<file path="config.mk">
export PLATFORM = sky130hd
export DESIGN_NAME = qsb_cfg
export DESIGN_NICKNAME = d
export VERILOG_FILES = /design/src/hdl/qsb_pkg.sv /design/src/hdl/qsb_cfg.sv
export SDC_FILE = /design/constraint.sdc
export NUM_CORES = 1
export LEC_CHECK = 0
export BUFFER_PORTS_ARGS = -buffer_cell sky130_fd_sc_hd__buf_4
export CAP_MARGIN = 20
export CORE_UTILIZATION = 33
export DETAILED_ROUTE_END_ITERATION = 10
export GPL_TIMING_DRIVEN = 1
export MAX_ROUTING_LAYER = met4
export PLACE_DENSITY = 0.6
export SKIP_CTS_REPAIR_TIMING = 1
export SLEW_MARGIN = 10
export SYNTH_ARGS = -nofsm -noshare
export SYNTH_HDL_FRONTEND = slang
export SYNTH_SLANG_ARGS = --single-unit
</file>
<file path="constraint.sdc">
create_clock -name clk -period 1.4 [get_ports clk]
set_input_delay 0.21 -clock clk [delete_from_list [all_inputs] [get_ports clk]]
set_output_delay 0.21 -clock clk [all_outputs]
set_load 0.01 [all_outputs]
</file>
<file path="src/hdl/qsb_pkg.sv">
// ----------------------------------------------------------------------------
// qsb_pkg: shared types and constants of the slab histogram binner
// Request and result payloads, configuration record, command codes,
// sequencer states and controller/datapath interface groups.
// ----------------------------------------------------------------------------
package qsb_pkg;

    localparam int MAX_BINS_X_DEF = 256;
    localparam int MAX_BINS_Y_DEF = 256;

    localparam int BIN_W  = 48;
    localparam int HIT_W  = 32;
    localparam int PADDR_W = 5;

    // request command codes
    localparam logic [1:0] CMD_ACCUM = 2'd0;
    localparam logic [1:0] CMD_READ  = 2'd1;
    localparam logic [1:0] CMD_CLEAR = 2'd2;

    // register indexes
    localparam logic [2:0] REG_SLAB_LOW  = 3'd0;
    localparam logic [2:0] REG_SLAB_HIGH = 3'd1;
    localparam logic [2:0] REG_ORIGIN_X  = 3'd2;
    localparam logic [2:0] REG_ORIGIN_Y  = 3'd3;
    localparam logic [2:0] REG_SCALE_X   = 3'd4;
    localparam logic [2:0] REG_SCALE_Y   = 3'd5;
    localparam logic [2:0] REG_BINS_X    = 3'd6;
    localparam logic [2:0] REG_BINS_Y    = 3'd7;

    typedef struct packed {
        logic [1:0]         command;
        logic signed [31:0] q_slab;
        logic signed [31:0] q_x;
        logic signed [31:0] q_y;
        logic [23:0]        pixel_count;
        logic [7:0]         read_x;
        logic [7:0]         read_y;
    } req_t;

    typedef struct packed {
        logic             binned;
        logic [7:0]       bin_x;
        logic [7:0]       bin_y;
        logic [BIN_W-1:0] bin_value;
        logic [HIT_W-1:0] hits_total;
    } rsp_t;

    typedef struct packed {
        logic signed [31:0] slab_low;
        logic signed [31:0] slab_high;
        logic signed [31:0] origin_x;
        logic signed [31:0] origin_y;
        logic [31:0]        scale_x;
        logic [31:0]        scale_y;
        logic [8:0]         bins_x;
        logic [8:0]         bins_y;
    } cfg_t;

    typedef enum logic [2:0] {
        ST_SWEEP,
        ST_IDLE,
        ST_DIFF,
        ST_MUL,
        ST_ADDR,
        ST_UPDATE
    } state_t;

    typedef struct packed {
        logic load;
        logic calc_diff;
        logic calc_mul;
        logic issue_read;
        logic sweep_write;
        logic commit;
    } ctrl_cmd_t;

    typedef struct packed {
        logic sweep_last;
        logic out_free;
    } ctrl_stat_t;

endpackage

</file>
<file path="src/hdl/qsb_cfg.sv">
// ----------------------------------------------------------------------------
// qsb_cfg: configuration register file
// APB-style write and read access to the eight binning registers.
// ----------------------------------------------------------------------------
module qsb_cfg (
    input  logic                        clk,
    input  logic                        rst_n,
    input  logic                        psel,
    input  logic                        penable,
    input  logic                        pwrite,
    input  logic [qsb_pkg::PADDR_W-1:0] paddr,
    input  logic [31:0]                 pwdata,
    output logic [31:0]                 prdata,
    output logic                        pready,
    output qsb_pkg::cfg_t               cfg
);

    qsb_pkg::cfg_t cfg_reg;
    logic [2:0]    idx;
    logic          wr;

    assign pready = 1'b1;
    assign idx    = paddr[4:2];
    assign wr     = psel & penable & pwrite;
    assign cfg    = cfg_reg;

    always_ff @(posedge clk or negedge rst_n)
    begin
        if (!rst_n)
        begin
            cfg_reg.slab_low  <= '0;
            cfg_reg.slab_high <= '0;
            cfg_reg.origin_x  <= '0;
            cfg_reg.origin_y  <= '0;
            cfg_reg.scale_x   <= 32'd65536;
            cfg_reg.scale_y   <= 32'd65536;
            cfg_reg.bins_x    <= 9'd256;
            cfg_reg.bins_y    <= 9'd256;
        end
        else if (wr)
        begin
            case (idx)
                qsb_pkg::REG_SLAB_LOW:  cfg_reg.slab_low  <= pwdata;
                qsb_pkg::REG_SLAB_HIGH: cfg_reg.slab_high <= pwdata;
                qsb_pkg::REG_ORIGIN_X:  cfg_reg.origin_x  <= pwdata;
                qsb_pkg::REG_ORIGIN_Y:  cfg_reg.origin_y  <= pwdata;
                qsb_pkg::REG_SCALE_X:   cfg_reg.scale_x   <= pwdata;
                qsb_pkg::REG_SCALE_Y:   cfg_reg.scale_y   <= pwdata;
                qsb_pkg::REG_BINS_X:    cfg_reg.bins_x    <= pwdata[8:0];
                qsb_pkg::REG_BINS_Y:    cfg_reg.bins_y    <= pwdata[8:0];
                default:                cfg_reg.bins_y    <= cfg_reg.bins_y;
            endcase
        end
    end

    always_comb
    begin
        case (idx)
            qsb_pkg::REG_SLAB_LOW:  prdata = cfg_reg.slab_low;
            qsb_pkg::REG_SLAB_HIGH: prdata = cfg_reg.slab_high;
            qsb_pkg::REG_ORIGIN_X:  prdata = cfg_reg.origin_x;
            qsb_pkg::REG_ORIGIN_Y:  prdata = cfg_reg.origin_y;
            qsb_pkg::REG_SCALE_X:   prdata = cfg_reg.scale_x;
            qsb_pkg::REG_SCALE_Y:   prdata = cfg_reg.scale_y;
            qsb_pkg::REG_BINS_X:    prdata = {23'd0, cfg_reg.bins_x};
            qsb_pkg::REG_BINS_Y:    prdata = {23'd0, cfg_reg.bins_y};
            default:                prdata = '0;
        endcase
    end

endmodule

</file>
Word-level counts from Yosys, hierarchy flattened

Cells that the tools add are included.

Flip-flop bits (word level): 210
Latch bits: 0
Bits in writable memories: 0
Bits in read-only memories: 0
Input port bits: 42
Output and inout bits: 243
Word-level logic and storage cells: 27
Memories: 0

Add/sub/neg operators: 0
$mul: 0
Div/mod/pow operators: 0
$lt $le $gt $ge: 0
Equality and inequality tests: 7
Shift-type cells: 0
Muxes and demuxes: 1
Bitwise gates (word level): 2
Reduce and logical (&&, ||, !) cells: 9

Operator list:

| kind               | number |
|---|---|
| $pmux 32 s8        | 1 |
| $reduce_and 2->1   | 8 |
| $eq 3x3->1 const B | 4 |
| $eq 3x2->1 const B | 2 |
| $eq 3x1->1 const B | 1 |
| $logic_not 3->1    | 1 |
| $and 1x1->1        | 2 |

Longest topological paths before layout

Word-level depth: 3
Depth in mapped cells: 7
Depth with buffers taken out: 4

Worst setup path after synthesis

No wires, ideal clock.

Path kind: input -> output
From: input port paddr[4] (netlist bit)
To: output port prdata[10]
Arrival: 1396 ps
Required time: 1190 ps
Slack: -206 ps
Stages: 6
Buffers on the path: 2
Cell sequence: buf_2 -> nor2b_1 -> clkbuf_1 -> a22o_1 -> a222oi_1 -> o21ai_0

Cells in the longest elaborated chain, start to end: 2
Elaborated cells between the ends (all ways): 9
Classes of those cells: eq/ne (7); mux (1); reduce/logical (1)

RTL lines:

| item                               | RTL line      | source |
|---|---|---|
| from (decl)                        | qsb_cfg.sv:11 | `input logic [qsb_pkg::PADDR_W-1:0] paddr,` |
| $eq 3x3->1 (tied with other cells) | qsb_cfg.sv:58 | `case (idx)` |
| $pmux 32 s8 (*)                    | qsb_cfg.sv:58 |  |
| to (decl)                          | qsb_cfg.sv:13 | `output logic [31:0] prdata,` |

Mark *: on every way between the ends. The rest lies on a longest branch, timed or not.

Worst setup path after layout

From: register cfg_reg (netlist bit cfg[28])
To: output port prdata[10]

Cells in the longest elaborated chain, start to end: 1

RTL lines:

| item        | RTL line      | source |
|---|---|---|
| from (decl) | qsb_cfg.sv:18 | `qsb_pkg::cfg_t cfg_reg;` |
| $pmux 32 s8 | qsb_cfg.sv:58 |  |

Every way passes these cells.

==> impl_metrics.env <==
export IMPL_clock_skew_ps=0
export IMPL_hpwlAfterDp_um=21300
export IMPL_path_cells="a22o_1 -> a222oi_1 -> o21ai_1 -> buf_4"
export IMPL_numCtsBuffers=25
export IMPL_arrival_ps=1670
export IMPL_largest_reg_flops=210
export IMPL_synth_distinct_cells=31
export IMPL_synth_seq_area_share_pct=55.2
export IMPL_cts_path_max_buffers=3
export IMPL_ctsHtreeMaxLevel=1
export IMPL_place_area_um2=12800
export IMPL_drive_gt1_share_pct=59.1
export IMPL_maxCapViolCount=0
export IMPL_gp_congestion=0.811
export IMPL_initial_utilization_pct=33.9
export IMPL_crit_start="cfg[28]"
export IMPL_period_share_pct=134
export IMPL_clkSinkCount=210
export IMPL_finalWirelength_um=32700
export IMPL_synth_avg_cell_area_um2=13.4
export IMPL_cp_required_ps=1190
export IMPL_yosysWarnings=0
export IMPL_viasPerCell=5.05
export IMPL_yosys_area_share_xor_xnor_pct=0
export IMPL_vias=7723
export IMPL_cts_tree="done"
export IMPL_path_clk_slew_ps=60
export IMPL_core_um2=28100
export IMPL_final_core_util_pct=53.3
export IMPL_ctsRootBufferMaster="clkbuf_16"
export IMPL_synth_simple_area_share_pct=3.80
export IMPL_nets=1174
export IMPL_final_max_slew_viol_count=0
export IMPL_synth_cells=709
export IMPL_grt_usage_pct=21.4
export IMPL_reg2reg_to="cfg[133]"
export IMPL_max_slew_margin_pct=36.8
export IMPL_grt_pass1_wl_um=45900
export IMPL_synth_adder_area_share_pct=0
export IMPL_first_global_vias=7220
export IMPL_worstMarginPinSlew_ps=943
export IMPL_clk_latency_ps=510
export IMPL_crit_slowest_cell="dfrtp_1"
export IMPL_diodes=0
export IMPL_area_growth_pct=57.4
export IMPL_r2r_start="cfg[133]"
export IMPL_ir_worst_vdd_mv=0.755
export IMPL_stdcell_area_um2=15000
export IMPL_syn_nets=751
export IMPL_io_pins=285
export IMPL_drc=0
export IMPL_row_count=61
export IMPL_antenna_found_initial=0
export IMPL_cellLeakagePower_nw=7.36
export IMPL_io_buffer_count=281
export IMPL_synthMuxAreaShare_pct=30.0
export IMPL_fill_cells=2441
export IMPL_cp_num_buf_inv=1
export IMPL_start_kind="flop"
export IMPL_violations="negative setup slack"
export IMPL_drt_initial_drc_count=460
export IMPL_crit_type="flop to primary output"
export IMPL_hold_viol_final=0
export IMPL_r2r_cells=2
export IMPL_synth_top_family_by_area="multiplexers"
export IMPL_timing_final_ws_setup_ps=-483
export IMPL_power_density_nw_per_um2=1410
export IMPL_dr_pass1_iters=5
export IMPL_synth_area_um2=9520
export IMPL_synth_compound_area_share_pct=8.00
export IMPL_path_max_fanout=2
export IMPL_ant_nets=0
export IMPL_rsz0062_at_grt="yes"
export IMPL_whs_endpoint="cfg[186]"
export IMPL_die_y_um=172
export IMPL_min_from="pwdata[8]"
export IMPL_setup_viol=38
export IMPL_die_area_um2=29500
export IMPL_hold_path_class="input pin to flop"
export IMPL_final_min_clock_period_ps=1880
export IMPL_synth_seq_cells=210
export IMPL_path_delay_family="compound AO/OA/AOI/OAI gates"
export IMPL_p_total_mw=21.2
export IMPL_critPathCaptureType="primary output"
export IMPL_tns_ps=-11500
export IMPL_clock_fmax_mhz=531
export IMPL_grt_max_degree=57
export IMPL_dpl_worst_slack_ps=-609
export IMPL_slowest_delay_ps=370
export IMPL_wl_per_cell_um=21.4
export IMPL_die_width_um=172
export IMPL_r2r_slack_ps=480
export IMPL_status="finished with violations"
export IMPL_overflow=0
export IMPL_timing_hold_worst_path_depth=2
through the flow:
step / hold WS [ps] / cells
CTS: -462 / 1425
global route: 3.09 / 1528
global placement: 86.4 / 1380
floorplan: -85.6 / 709
detailed placement: 87.7 / 1380
finish: 8.58 / 1528
cell families after synthesis:
family / Yosys count
AOI/OAI and AO/OA: 109
DFF: 210
muxes: 259
and+or+nand+nor: 74
other: 1
buffers and inverters: 56
cells in the final DEF, fill, tap and decap left out, types with 2 or more instances in the layout:
cell type / Yosys / final
nor2b_1: 10 / 9
nor2_2: 4 / 3
a21oi_2: 0 / 2
or3_4: 0 / 2
buf_12: 0 / 22
nor2_4: 0 / 4
clkbuf_8: 0 / 5
clkinv_2: 0 / 2
inv_1: 5 / 5
a22oi_1: 11 / 10
nand2b_1: 5 / 4
mux2_1: 66 / 18
clkbuf_1: 19 / 10
nand2_1: 3 / 3
o21bai_1: 5 / 5
dfrtp_1: 206 / 206
a211oi_1: 20 / 6
a211oi_2: 0 / 14
a222oi_1: 6 / 6
mux2i_1: 49 / 48
nor2_1: 42 / 39
mux2_4: 0 / 48
mux2_2: 144 / 144
a22o_1: 11 / 11
o22ai_1: 8 / 8
dlygate4sd3_1: 0 / 31
o21ai_1: 0 / 6
buf_8: 0 / 2
buf_6: 3 / 93
nand3_1: 3 / 3
a21oi_1: 29 / 27
dfstp_2: 4 / 4
clkbuf_16: 0 / 27
buf_4: 4 / 296
o22a_1: 11 / 11
where the power goes:
group          switching (mW)  total (mW)  internal (mW)  leakage, nW
Sequential               1.05        8.34           7.28         2.68
Combinational            2.62        6.63           4.01         4.30
Clock                    2.48        6.23           3.75        0.382
Total                    6.15        21.2           15.0         7.36
how the worst max path moves through the flow:
stage	end	slack, ps	cells after the start
after CTS	prdata[23]	-610	7
after detailed placement	prdata[23]	-610	7
after floorplan	prdata[10]	-80	6
after global routing	prdata[30]	-560	4
after global placement	prdata[23]	-960	5
final	prdata[10]	-480	4
synth_stat cells, drive strengths merged:
cell / number / area share, %
a211oi: 20 / 1.6
a21oi: 29 / 1.5
a222oi: 6 / 0.63
a22o: 11 / 1.0
a22oi: 11 / 0.87
a41oi: 1 / 0.092
buf: 32 / 2.0
clkbuf: 19 / 0.75
conb: 1 / 0.039
dfrtp: 206 / 54
dfstp: 4 / 1.1
inv: 5 / 0.20
mux2: 210 / 25
mux2i: 49 / 5.2
nand2: 3 / 0.12
nand2b: 5 / 0.33
nand3: 3 / 0.16
nand4: 1 / 0.22
nand4b: 1 / 0.092
nor2: 46 / 1.9
nor2b: 10 / 0.66
nor3: 2 / 0.11
o21ai: 7 / 0.37
o21bai: 5 / 0.39
o22a: 11 / 1.0
o22ai: 8 / 0.53
or3: 3 / 0.20
routing by layer:
metal / global-route usage, % / wire length [um]
met2: 32.2 / 15200
met3: 3.00 / 1730
met1: 29.8 / 14800
met4: 6.31 / 893
met5: - / 0
area by class of cell:
type	count	area, um^2	area share [%]
clock buffers	40	732	4.89
clock inverters	5	56.3	0.376
inverters	5	18.8	0.125
multi-input cells	443	4320	28.8
flip-flops and latches	210	5260	35.1
well taps	378	473	3.16
repair buffers	447	4130	27.5
worst register-to-register path: stages (launching register included):
cell	delay (ps)
dfrtp_1	370
buf_4	140
mux2_1	280
Note: power is estimated with default switching activity, not from simulation.
