$ cat config.mk
export PLATFORM = sky130hd
export DESIGN_NAME = qsb_ctrl
export DESIGN_NICKNAME = d
export VERILOG_FILES = /design/src/hdl/qsb_pkg.sv /design/src/hdl/qsb_ctrl.sv
export SDC_FILE = /design/constraint.sdc
export NUM_CORES = 1
export LEC_CHECK = 0
export BUFFER_PORTS_ARGS = -buffer_cell sky130_fd_sc_hd__buf_2
export CAP_MARGIN = 10
export CORE_AREA = 2 2 39 41
export DETAILED_ROUTE_END_ITERATION = 10
export DIE_AREA = 0 0 41 43
export PLACE_DENSITY_LB_ADDON = 0.1
export SYNTH_ARGS = -nofsm -noshare
export SYNTH_HDL_FRONTEND = slang
export SYNTH_SLANG_ARGS = --single-unit
$ cat constraint.sdc
create_clock -name clk -period 1.4 [get_ports clk]
set_clock_uncertainty 0.2 [all_clocks]
set_input_delay 0.14 -clock clk [delete_from_list [all_inputs] [get_ports clk]]
set_output_delay 0.14 -clock clk [all_outputs]
set_load 0.01 [all_outputs]
$ cat src/hdl/qsb_pkg.sv
// ----------------------------------------------------------------------------
// qsb_pkg: shared types and constants of the slab histogram binner
// Request and result payloads, configuration record, command codes,
// sequencer states and controller/datapath interface groups.
// ----------------------------------------------------------------------------
package qsb_pkg;

    localparam int MAX_BINS_X_DEF = 256;
    localparam int MAX_BINS_Y_DEF = 256;

    localparam int BIN_W  = 48;
    localparam int HIT_W  = 32;
    localparam int PADDR_W = 5;

    // request command codes
    localparam logic [1:0] CMD_ACCUM = 2'd0;
    localparam logic [1:0] CMD_READ  = 2'd1;
    localparam logic [1:0] CMD_CLEAR = 2'd2;

    // register indexes
    localparam logic [2:0] REG_SLAB_LOW  = 3'd0;
    localparam logic [2:0] REG_SLAB_HIGH = 3'd1;
    localparam logic [2:0] REG_ORIGIN_X  = 3'd2;
    localparam logic [2:0] REG_ORIGIN_Y  = 3'd3;
    localparam logic [2:0] REG_SCALE_X   = 3'd4;
    localparam logic [2:0] REG_SCALE_Y   = 3'd5;
    localparam logic [2:0] REG_BINS_X    = 3'd6;
    localparam logic [2:0] REG_BINS_Y    = 3'd7;

    typedef struct packed {
        logic [1:0]         command;
        logic signed [31:0] q_slab;
        logic signed [31:0] q_x;
        logic signed [31:0] q_y;
        logic [23:0]        pixel_count;
        logic [7:0]         read_x;
        logic [7:0]         read_y;
    } req_t;

    typedef struct packed {
        logic             binned;
        logic [7:0]       bin_x;
        logic [7:0]       bin_y;
        logic [BIN_W-1:0] bin_value;
        logic [HIT_W-1:0] hits_total;
    } rsp_t;

    typedef struct packed {
        logic signed [31:0] slab_low;
        logic signed [31:0] slab_high;
        logic signed [31:0] origin_x;
        logic signed [31:0] origin_y;
        logic [31:0]        scale_x;
        logic [31:0]        scale_y;
        logic [8:0]         bins_x;
        logic [8:0]         bins_y;
    } cfg_t;

    typedef enum logic [2:0] {
        ST_SWEEP,
        ST_IDLE,
        ST_DIFF,
        ST_MUL,
        ST_ADDR,
        ST_UPDATE
    } state_t;

    typedef struct packed {
        logic load;
        logic calc_diff;
        logic calc_mul;
        logic issue_read;
        logic sweep_write;
        logic commit;
    } ctrl_cmd_t;

    typedef struct packed {
        logic sweep_last;
        logic out_free;
    } ctrl_stat_t;

endpackage

$ cat src/hdl/qsb_ctrl.sv
// ----------------------------------------------------------------------------
// qsb_ctrl: request sequencer
// Steps each non-clear request through difference, multiply, bin read and update,
// and runs the memory clearing sweep after reset and on a clear request.
// ----------------------------------------------------------------------------
module qsb_ctrl (
    input  logic                clk,
    input  logic                rst_n,
    input  logic                req_valid,
    input  logic [1:0]          req_command,
    output logic                req_ready,
    input  qsb_pkg::ctrl_stat_t stat,
    output qsb_pkg::ctrl_cmd_t  cmd
);

    qsb_pkg::state_t state_reg, state_next;
    logic            clr_pend_reg, clr_pend_next;

    always_ff @(posedge clk or negedge rst_n)
    begin
        if (!rst_n)
        begin
            state_reg    <= qsb_pkg::ST_SWEEP;
            clr_pend_reg <= 1'b0;
        end
        else
        begin
            state_reg    <= state_next;
            clr_pend_reg <= clr_pend_next;
        end
    end

    always_comb
    begin
        state_next    = state_reg;
        clr_pend_next = clr_pend_reg;
        cmd           = '0;
        req_ready     = 1'b0;
        case (state_reg)
            qsb_pkg::ST_SWEEP:
            begin
                cmd.sweep_write = 1'b1;
                if (stat.sweep_last)
                begin
                    state_next = clr_pend_reg ? qsb_pkg::ST_UPDATE : qsb_pkg::ST_IDLE;
                end
            end
            qsb_pkg::ST_IDLE:
            begin
                req_ready = 1'b1;
                if (req_valid)
                begin
                    cmd.load = 1'b1;
                    if (req_command == qsb_pkg::CMD_CLEAR)
                    begin
                        state_next    = qsb_pkg::ST_SWEEP;
                        clr_pend_next = 1'b1;
                    end
                    else
                    begin
                        state_next = qsb_pkg::ST_DIFF;
                    end
                end
            end
            qsb_pkg::ST_DIFF:
            begin
                cmd.calc_diff = 1'b1;
                state_next    = qsb_pkg::ST_MUL;
            end
            qsb_pkg::ST_MUL:
            begin
                cmd.calc_mul = 1'b1;
                state_next   = qsb_pkg::ST_ADDR;
            end
            qsb_pkg::ST_ADDR:
            begin
                cmd.issue_read = 1'b1;
                state_next     = qsb_pkg::ST_UPDATE;
            end
            qsb_pkg::ST_UPDATE:
            begin
                if (stat.out_free)
                begin
                    cmd.commit    = 1'b1;
                    clr_pend_next = 1'b0;
                    state_next    = qsb_pkg::ST_IDLE;
                end
            end
            default:
            begin
                state_next = qsb_pkg::ST_IDLE;
            end
        endcase
    end

    a_commit_needs_slot: assert property (@(posedge clk) disable iff (!rst_n)
        cmd.commit |-> stat.out_free)
        else $error("result committed while output slot busy");

    a_commit_to_idle: assert property (@(posedge clk) disable iff (!rst_n)
        cmd.commit |=> (state_reg == qsb_pkg::ST_IDLE) && !clr_pend_reg)
        else $error("sequencer did not return to idle after commit");

    a_clear_sweeps: assert property (@(posedge clk) disable iff (!rst_n)
        (req_valid && req_ready && req_command == qsb_pkg::CMD_CLEAR)
        |=> (state_reg == qsb_pkg::ST_SWEEP) && clr_pend_reg)
        else $error("clear request did not start a sweep");

    a_no_accept_in_sweep: assert property (@(posedge clk) disable iff (!rst_n)
        cmd.sweep_write |-> !req_ready && !cmd.load)
        else $error("request taken during clearing sweep");

endmodule

Word level (Yosys, flattened, before mapping)
Cells that the tools add are included.
{ "word_totals": {"register_bits": 4, "out_inout_bits": 7, "word_cells": 35} }
{ "classes": {"eq_ne": 10, "n_mux": 19, "reduce_logical": 4} }
{ "ops": {"columns": ["op", "count"], "rows": [
  ["$pmux W3 S6", 1],
  ["$mux W1", 12],
  ["$mux W3", 4],
  ["$ne A2 B2 Y1 const B", 4],
  ["$eq A3 B2 Y1 const B", 2],
  ["$eq A3 B3 Y1 const B", 2],
  ["$reduce_and A4 Y1", 1],
  ["$eq A3 B1 Y1 const B", 1],
  ["$logic_not A3 Y1", 1],
  ["$reduce_and A3 Y1", 1],
  ["$eq A2 B2 Y1 const B", 1],
  ["$mux W2", 1],
  ["$pmux W1 S2", 1],
  ["$reduce_bool A2 Y1", 1]
]} }

Logic depth before layout (Yosys ltp)
Gate-level depths: netlist (run 1).
{ "logic_depth": {"depth_word": 4, "depth_mapped": 2, "mapped_depth_nobuf": 2} }

Worst setup path before layout (run 1)
No wires, ideal clock.
{ "synth_timing": {"path_type": "reg2out", "from": "register state_reg[1]", "to": "output port cmd[1] (netlist name)", "t_arrival_ps": 857, "required_time_ps": 1060, "slack_ps": 203, "path_stages_with_launch": 3, "path_cell_list": "dfrtp_1 or2_1 nor2_1"} }
{ "synth_lines": {"columns": ["element", "line", "source"], "rows": [
  ["start: declaration", "qsb_ctrl.sv:16", "qsb_pkg::state_t state_reg, state_next;"],
  ["start signal: assignment", "qsb_ctrl.sv:23", "state_reg <= qsb_pkg::ST_SWEEP;"],
  ["start signal: assignment", "qsb_ctrl.sv:28", "state_reg <= state_next;"],
  ["end: declaration", "qsb_ctrl.sv:13", "output qsb_pkg::ctrl_cmd_t cmd"]
]} }

==> results of run 1 <==
-- cells in the mapped netlist, drive strengths merged --
master   number  area, um2
nor3b         2       20.0
o2bb2ai       1       8.76
nand3b        1       7.51
o21a          1       7.51
or3b          1       8.76
a21oi         1       5.00
nand2b        1       6.26
a21o          1       7.51
nor2          2       7.51
and4b         1       10.0
nor3          1       5.00
o211ai        1       12.5
o21ai         1       5.00
nor2b         1       6.26
and4bb        1       12.5
inv           3       11.3
dfrtp         4        100
or2           1       6.26
-- area by class of cell --
class	instances	area share
repair buffers	23	0.327
multi-input cells	18	0.318
flip-flops and latches	4	0.234
clock buffers	3	0.0507
well taps	16	0.0451
inverters	3	0.0254
-- critical path, stage by stage (launching register included) --
cell and delay, ns:
dfrtp_2 0.43, or2_4 0.27, nor2_1 0.08, buf_2 0.13
-- power breakdown --
group          internal (mW)  switching, mW  total [mW]
Sequential             0.178         0.0748       0.253
Clock                 0.0961         0.0501       0.146
Combinational          0.274          0.198       0.473
Total                  0.548          0.323       0.872
-- through the flow --
stage	hold slack, ns	setup slack, ns
CTS	0.00337	-0.111
global placement	-0.252	0.102
global route	0.0188	-0.165
floorplan	-0.356	0.203
detailed placement	-0.250	0.102
finish	0.00376	-0.0940
-- per-layer routing --
layer	part of all wire	wire length, um
met2	0.45	306
met3	0.072	49
met4	0	0
met5	0	0
met1	0.47	321
-- cells in the final DEF, fill, tap and decap left out --
| cell type | instances |
|---|---|
| a21o_1 | 1 |
| dfrtp_2 | 3 |
| and4bb_1 | 1 |
| nand2b_1 | 1 |
| nor2_2 | 1 |
| inv_1 | 3 |
| dlygate4sd3_1 | 3 |
| clkbuf_4 | 3 |
| nor3b_2 | 1 |
| nor2_1 | 1 |
| o21ai_1 | 1 |
| nor3_1 | 1 |
| buf_4 | 6 |
| dfrtp_1 | 1 |
| a21oi_1 | 1 |
| or3b_1 | 1 |
| o2bb2ai_1 | 1 |
| buf_2 | 13 |
| o21a_1 | 1 |
| clkbuf_2 | 1 |
| nor3b_1 | 1 |
| and4b_1 | 1 |
| o211ai_2 | 1 |
| or2_4 | 1 |
| nand3b_1 | 1 |
| nor2b_1 | 1 |
-- worst paths after layout --
path,startpoint,end,cells after the start,slack [ns]
worst max-delay path,state_reg[0]$_DFFE_PN0P_,cmd[1],3,-0.09
max in group asynchronous,rst_n,state_reg[0]$_DFFE_PN0P_,2,0.83
min in group asynchronous,rst_n,state_reg[1]$_DFFE_PN0P_,2,0.03
worst min-delay path,stat[1],state_reg[0]$_DFFE_PN0P_,3,0.004
worst min register to register,clr_pend_reg$_DFFE_PN0P_,clr_pend_reg$_DFFE_PN0P_,2,0.33
worst max register to register,state_reg[0]$_DFFE_PN0P_,clr_pend_reg$_DFFE_PN0P_,4,0.11
-- cells by family (layout without fill, tap and decap cells) --
kind of cell / Yosys count / count (layout)
DFF: 4 / 4
and+or+nand+nor: 12 / 12
AOI/OAI and AO/OA: 6 / 6
buffers and inverters: 3 / 29
-- timing repair --
item,4_1_cts,5_1_grt
endpoints found under the setup margin,7,7
hold buffers,3,0
pin swaps,2,2
resized for setup,4,2
endpoints found under the hold margin,6,0
setup buffers,4,3
==> results.yml, run 1 <==
clock_network:
  cts_inserted_buffers: 3
  clockBufferDepth: 2
  cts-root-buf: "clkbuf_4"
  clk_pin_slew_ns: 0.03
  h-tree-depth: 1
  cts_tree: "built"
  clk_latency_ns: 0.24
  clkSinkCount: 4
sta:
  worstMarginPinSlew_ns: 0.164
  finalWorstSetupSlack_ns: -0.0940
  timing.final.crit_share: 1.07
  rsz0062_at_grt: "yes"
  final.min_clock_period_ns: 1.49
  maxSlewViolCount: 0
  setup_tns_ns: -0.306
  final_hold_viol_count: 0
  slew_headroom: 0.890
  setup-violations-final: 5
  fmaxAchievable_ghz: 0.669
power_and_ir_drop:
  power_per_cell_area_nw_per_um2: 1960
  power_leakage_nw: 0.236
  peakVddDrop_v: 0.000565
  fin_total_pwr_mw: 0.872
yosys:
  synth_cell_types: 19
  ys_warn_count: 0
  synth_area_um2: 248
  seq_area_frac_synth: 0.404
  yosys.area_share.simple: 0.364
  synth-xor-area-share: 0
  avgSynthCellArea_um2: 9.91
  ys_seq_elements: 4
  synth_fa_ha_area_frac: 0
  synth_nets: 32
  synth_top_family_by_area: "simple AND/OR/NAND/NOR gates"
  synth_compound_area_frac: 0.187
  netlist_instances: 25
  synth.area.mux_share: 0
die:
  die_area_um2: 1760
  boundaryPins: 14
  rows: 14
  fp.dieH_um: 43
  start_util: 0.179
  die_w_um: 41
  core_um2: 1380
global_route:
  grt_use_met3: 0.0314
  grt_use_met1: 0.123
  met2_usage: 0.100
  overflow: 0
  antenna_found_initial: 0
  grt_first_pass_wirelength_mm: 1.03
  grt_usage: 0.0975
  grt_pass1_vias: 245
  grt_busiest_layer: "met4"
  grt_max_degree: 10
drt:
  vias: 280
  postRouteAntennaNets: 0
  wl_um: 677
  drc_errors: 0
  first_pass_iters: 4
  vias_per_cell: 4.18
  drt-initial-drc-count: 5
  wl_per_cell_um: 10.1
finish:
  design_area_um2: 444
  seq_area_um2: 104
  final_cells: 67
  final_util: 0.321
  multi_input_area_um2: 141
  syn2layout_area_growth_pct: 79.3
  largest_register_ffs: 3
  n_antenna_cell: 0
  fillerInstances: 164
  num-nets-final: 60
  drive_gt1_frac: 0.588
place:
  place_congestion: 0.636
  placed_cells: 54
  port_buffers: 13
  detailed_place_hpwl_um: 462
  placed_area_um2: 333
hold_path:
  min_path_type: "input port to register"
critical_path:
  cp.arrival_ns: 1.15
  cp.required_ns: 1.06
  critPathCaptureType: "output pin"
  cp_max_fo: 6
  worstSetupPathType: "register to output pin"
  start_kind: "register"
outcome:
  violations: "negative setup slack"
  status: "complete, but fails checks"
run:
  maxCapViolations: 0
No activity file was read; power rests on OpenSTA's default activity.
==> run 2, diff against run 1 <==
- ABC_AREA: default -> 1
==> results.yml, run 2 <==
yosys:
  synth_top_area_share: 0.328
  avgSynthCellArea_um2: 6.94
  synth_fa_ha_area_frac: 0
  synth_cell_types: 18
  seq_area_frac_synth: 0.328
  ys_warn_count: 0
  netlist_instances: 44
  synthArstFlopShare: 1.00
  synth_common_cells: "8 x inv_1, 8 x nand2_1, 4 x dfrtp_1"
  synth_compound_area_frac: 0.0574
  synth_nets: 51
  synth_flop_cell: "dfrtp_1"
  synth.area.mux_share: 0
  synth-edff-count: 0
  synth-xor-area-share: 0
  yosys.area_share.simple: 0.455
  synth_top_family_by_area: "simple AND/OR/NAND/NOR gates"
  yosys-top-cells-area: "dfrtp_1 33%, inv_1 9.8%, nand2_1 9.8%"
  ys_seq_elements: 4
  synth_area_um2: 305
  yosysTopAreaCell: "dfrtp_1"
global_route:
  grt_usage: 0.106
  met2_usage: 0.191
  grt_use_met3: 0.0314
  antenna_found_initial: 0
  overflow: 0
  grt_max_degree: 9
  grt_first_pass_wirelength_mm: 1.24
  grt_busiest_layer: "met2"
  grt_pass1_vias: 342
  grt_use_met1: 0.0945
power_and_ir_drop:
  p_clk_frac: 0.146
  power_leakage_nw: 0.278
  peakVddDrop_v: 0.000680
  p_int_mw: 0.527
  comb_power_share: 0.554
  p_switching_mw: 0.457
  seq_power_share: 0.300
  netSwitchingFraction: 0.464
  power_per_cell_area_nw_per_um2: 2000
sta:
  worstMarginPinSlew_ns: 0.246
  rsz0062_at_grt: "yes"
  final_hold_viol_count: 0
  slew_headroom: 0.836
  timing.final.crit_share: 1.05
  maxSlewViolCount: 0
  fmaxAchievable_ghz: 0.679
  setup-violations-final: 7
  finalWorstSetupSlack_ns: -0.0724
  final.min_clock_period_ns: 1.47
  setup_tns_ns: -0.275
  hold_ws_ns: 0.0274
finish:
  final_cell_mix: "12 x buf_2, 7 x nand2_1, 7 x inv_1"
  final_common_cell: "buf_2"
  n_antenna_cell: 0
  num-nets-final: 73
  final_util: 0.356
  syn2layout_area_growth_pct: 61.5
  largest_register_ffs: 3
  drive_gt1_frac: 0.578
  final_cells: 80
clock_network:
  cts-root-buf: "clkbuf_4"
  cts_tree: "built"
  clockBufferDepth: 2
  cts_inserted_buffers: 3
  h-tree-depth: 1
  clk_latency_ns: 0.23
  clk_pin_slew_ns: 0.04
  clkSinkCount: 4
critical_path:
  cp.arrival_ns: 1.13
  cp_num_buf_inv: 1
  start_kind: "register"
  cp.required_ns: 1.06
  r2r_slack_ns: 0.06
  regToRegStartpoint: "state_reg[0]$_DFFE_PN0P_"
  worstSetupPathType: "register to output pin"
  slowest_delay_ns: 0.49
  slowest_stage: "dfrtp_2"
  worstRegToRegCells: 6
  crit_family: "flip-flops"
  critPathCaptureType: "output pin"
  path_cells: "nor3_4 > buf_2"
  cp_max_fo: 8
  reg2reg_to: "state_reg[0]$_DFFE_PN0P_"
die:
  core_um2: 1380
  die_w_um: 41
  die_area_um2: 1760
  boundaryPins: 14
  start_util: 0.221
  fp.dieH_um: 43
  rows: 14
run:
  maxCapViolations: 0
drt:
  postRouteAntennaNets: 0
  wl_um: 756
  wl_per_cell_um: 9.45
  drt-initial-drc-count: 2
  vias: 345
  first_pass_iters: 2
  drc_errors: 0
  vias_per_cell: 4.31
place:
  place_congestion: 0.662
  placed_cells: 72
  port_buffers: 13
  detailed_place_hpwl_um: 593
  post-place-ws_ns: 0.0606
hold_path:
  min_path_type: "input port to register"
  min_path_cells: 4
  min_to: "state_reg[2]$_DFFE_PN0P_"
  holdCritStartpoint: "stat[0]"
outcome:
  status: "complete, but fails checks"
  violations: "negative setup slack"
## run 2: cell count changes in the layout (fill, tap and decap cells not counted), sizes merged, moves of 2 or more
cell	previous run	this run
nor3	1	4
inv	3	11
buf	19	16
nand3	0	4
nor2	2	5
nand2	0	10
nor3b	2	0
## run 2: final cells by class
cell class,count,area [um2]
Fill cell,163,891
Clock buffer,3,22.5
Multi-Input combinational cell,28,189
Sequential cell,4,104
Inverter,11,43.8
Tap cell,16,20.0
Timing Repair Buffer,18,114
## run 2: power groups by stage
stage	clock network, mW	logic [mW]	registers [mW]
2_1_floorplan	0	0.350	0.213
3_3_place_gp	0	0.443	0.255
3_5_place_dp	0	0.438	0.255
4_1_cts	0.152	0.480	0.259
5_1_grt	0.161	0.627	0.308
6_report	0.143	0.546	0.295
## run 2: kinds of logic after synthesis
logic type | count (synthesis)
simple gates | 25
compound gates | 3
flops | 4
buf+inv | 12
## run 2: what timing repair did
| item | CTS | global route |
|---|---|---|
| setup endpoints to repair | 7 | 7 |
| resized for setup | 4 | 9 |
| hold buffers | 2 | 0 |
| hold endpoints to repair | 5 | 0 |
| setup buffers | 2 | 1 |
| pin swaps | 3 | 2 |
## run 2: worst reg2reg max path: cells and delay by family, from the launching register on
family,cells,cell delay [ns]
DFF,1,0.46
buffers and inverters,2,0.24
and+or+nand+nor,3,0.17
AOI/OAI and AO/OA,1,0.14
## run 2: metrics by stage
stage / power [mW] / cell area, um2
floorplan: 0.564 / 305
global placement: 0.698 / 383
detailed placement: 0.692 / 383
CTS: 0.891 / 449
global route: 1.10 / 493
finish: 0.984 / 493
## run 2: worst max-delay path by stage
stage | cells past startpoint | endpoint | slack [ns] | start
finish | 2 | req_ready | -0.07 | state_reg[1]$_DFFE_PN0P_
global route | 3 | cmd[5] | -0.13 | state_reg[0]$_DFFE_PN0P_
CTS | 2 | req_ready | -0.08 | state_reg[1]$_DFFE_PN0P_
detailed placement | 3 | cmd[4] | 0.06 | state_reg[1]$_DFFE_PN0P_
global placement | 3 | cmd[4] | 0.08 | state_reg[1]$_DFFE_PN0P_
floorplan | 2 | cmd[5] | 0.10 | state_reg[1]$_DFFE_PN0P_
## run 2: routing by layer
layer | wire length [um] | part of all wire | up-vias
met5 | 0 | 0 | -
met4 | 0 | 0 | 0
met3 | 37 | 0.049 | 0
met2 | 414 | 0.55 | 7
met1 | 304 | 0.40 | 157
li1 | - | - | 181
==> run 3, diff against run 2 <==
- ABC_AREA: 1 -> default
- CAP_MARGIN: 10 -> 20
- HOLD_SLACK_MARGIN: default -> 0.06
==> results.yml, run 3 (synthesized netlist as in run 1, its figures left out) <==
power_and_ir_drop:
  comb_power_share: 0.503
  seq_power_share: 0.319
  peakVddDrop_v: 0.000483
  netSwitchingFraction: 0.380
  power_per_cell_area_nw_per_um2: 1800
  p_switching_mw: 0.317
  fin_total_pwr_mw: 0.834
  power_leakage_nw: 0.239
  p_clk_frac: 0.178
  p_int_mw: 0.517
finish:
  fillerInstances: 163
  drive_gt1_frac: 0.519
  n_antenna_cell: 0
  multi_input_area_um2: 141
  final_cell_mix: "13 x buf_2, 7 x dlygate4sd3_1, 4 x buf_4"
  final_common_cell: "buf_2"
  largest_register_ffs: 3
  syn2layout_area_growth_pct: 87.4
  num-nets-final: 61
  seq_area_um2: 104
critical_path:
  worstSetupPathType: "register to output pin"
  cp.arrival_ns: 1.17
  r2r_slack_ns: 0.13
  slowest_stage: "dfrtp_2"
  cp_max_fo: 8
  slowest_delay_ns: 0.44
  path_cells: "or2_4 > nor2_1 > buf_2"
  cp-startpoint: "state_reg[0]$_DFFE_PN0P_"
  regToRegStartpoint: "state_reg[0]$_DFFE_PN0P_"
  critPathCaptureType: "output pin"
  start_kind: "register"
  worstRegToRegCells: 3
  cp.required_ns: 1.06
sta:
  final.min_clock_period_ns: 1.51
  worstMarginPinSlew_ns: 0.209
  finalWorstSetupSlack_ns: -0.106
  final_hold_viol_count: 0
  rsz0062_at_grt: "yes"
  setup-violations-final: 6
  fmaxAchievable_ghz: 0.664
  maxSlewViolCount: 0
  setup_tns_ns: -0.340
  slew_headroom: 0.861
  hold_ws_ns: 0.227
  timing.final.crit_share: 1.08
drt:
  drc_errors: 0
  drt-initial-drc-count: 2
  vias_per_cell: 4.18
  vias: 284
  postRouteAntennaNets: 0
  first_pass_iters: 4
  wl_um: 735
  wl_per_cell_um: 10.8
clock_network:
  h-tree-depth: 1
  clk_pin_slew_ns: 0.03
  clk_latency_ns: 0.24
  cts_tree: "built"
  cts-root-buf: "clkbuf_4"
  cts_inserted_buffers: 3
  clockBufferDepth: 2
  clkSinkCount: 4
die:
  boundaryPins: 14
  fp.dieH_um: 43
  die_area_um2: 1760
  die_w_um: 41
  start_util: 0.179
  core_um2: 1380
  rows: 14
global_route:
  grt_usage: 0.111
  grt_pass1_vias: 276
  grt_max_degree: 10
  overflow: 0
  antenna_found_initial: 0
  grt_first_pass_wirelength_mm: 1.16
place:
  post-place-ws_ns: 0.102
  detailed_place_hpwl_um: 462
  port_buffers: 13
  place_congestion: 0.636
hold_path:
  min_path_type: "input port to register"
  min_path_cells: 4
  holdCritStartpoint: "stat[0]"
outcome:
  violations: "negative setup slack"
  status: "complete, but fails checks"
run:
  maxCapViolations: 0
run 3: worst paths after layout:
| check | end |
|---|---|
| worst max-delay path | cmd[1] |
| min in group asynchronous | state_reg[1]$_DFFE_PN0P_ |
| worst max register to register | state_reg[1]$_DFFE_PN0P_ |
| max in group asynchronous | state_reg[0]$_DFFE_PN0P_ |
| worst min register to register | clr_pend_reg$_DFFE_PN0P_ |
| worst min-delay path | clr_pend_reg$_DFFE_PN0P_ |
run 3: per-layer routing:
layer,routed length [um],up-vias,global-route usage,part of all wire
li1,-,145,-,-
met1,313,128,0.130,0.43
met2,378,11,0.134,0.51
met3,44,0,0.0314,0.060
met4,0,0,0.140,0
met5,0,-,0,0
run 3: cell type report:
| type | count | area share |
|---|---|---|
| sequential | 4 | 0.224 |
| multi-input combinational | 18 | 0.305 |
| clock buffer | 3 | 0.0485 |
| tap | 16 | 0.0431 |
| inverter | 3 | 0.0243 |
| timing repair buffer | 24 | 0.356 |
run 3: timing repair:
item                       CTS  global route
resized for setup            4             1
gates cloned                 0             0
hold endpoints to repair     8             0
setup endpoints to repair    7             7
hold buffers                 7             0
pin swaps                    2             1
buffers inserted             4             0
run 3: critical path: cells and delay by family, from the launching register on:
family                 cells  cell delay, ns
and+or+nand+nor            2            0.35
DFF                        1            0.44
buffers and inverters      1            0.13
run 3: through the flow:
step	utilization	std cells	cell area, um2
detailed placement	0.241	54	333
floorplan	-	25	248
global route	0.335	68	464
global placement	0.241	54	333
CTS	0.334	68	462
finish	0.335	68	464
run 3: power by group through the flow:
stage,combinational [mW],sequential (mW),clock (mW)
after global routing,0.464,0.281,0.167
after detailed placement,0.320,0.256,0
final,0.419,0.266,0.149
after global placement,0.323,0.261,0
after CTS,0.415,0.262,0.150
after floorplan,0.222,0.233,0
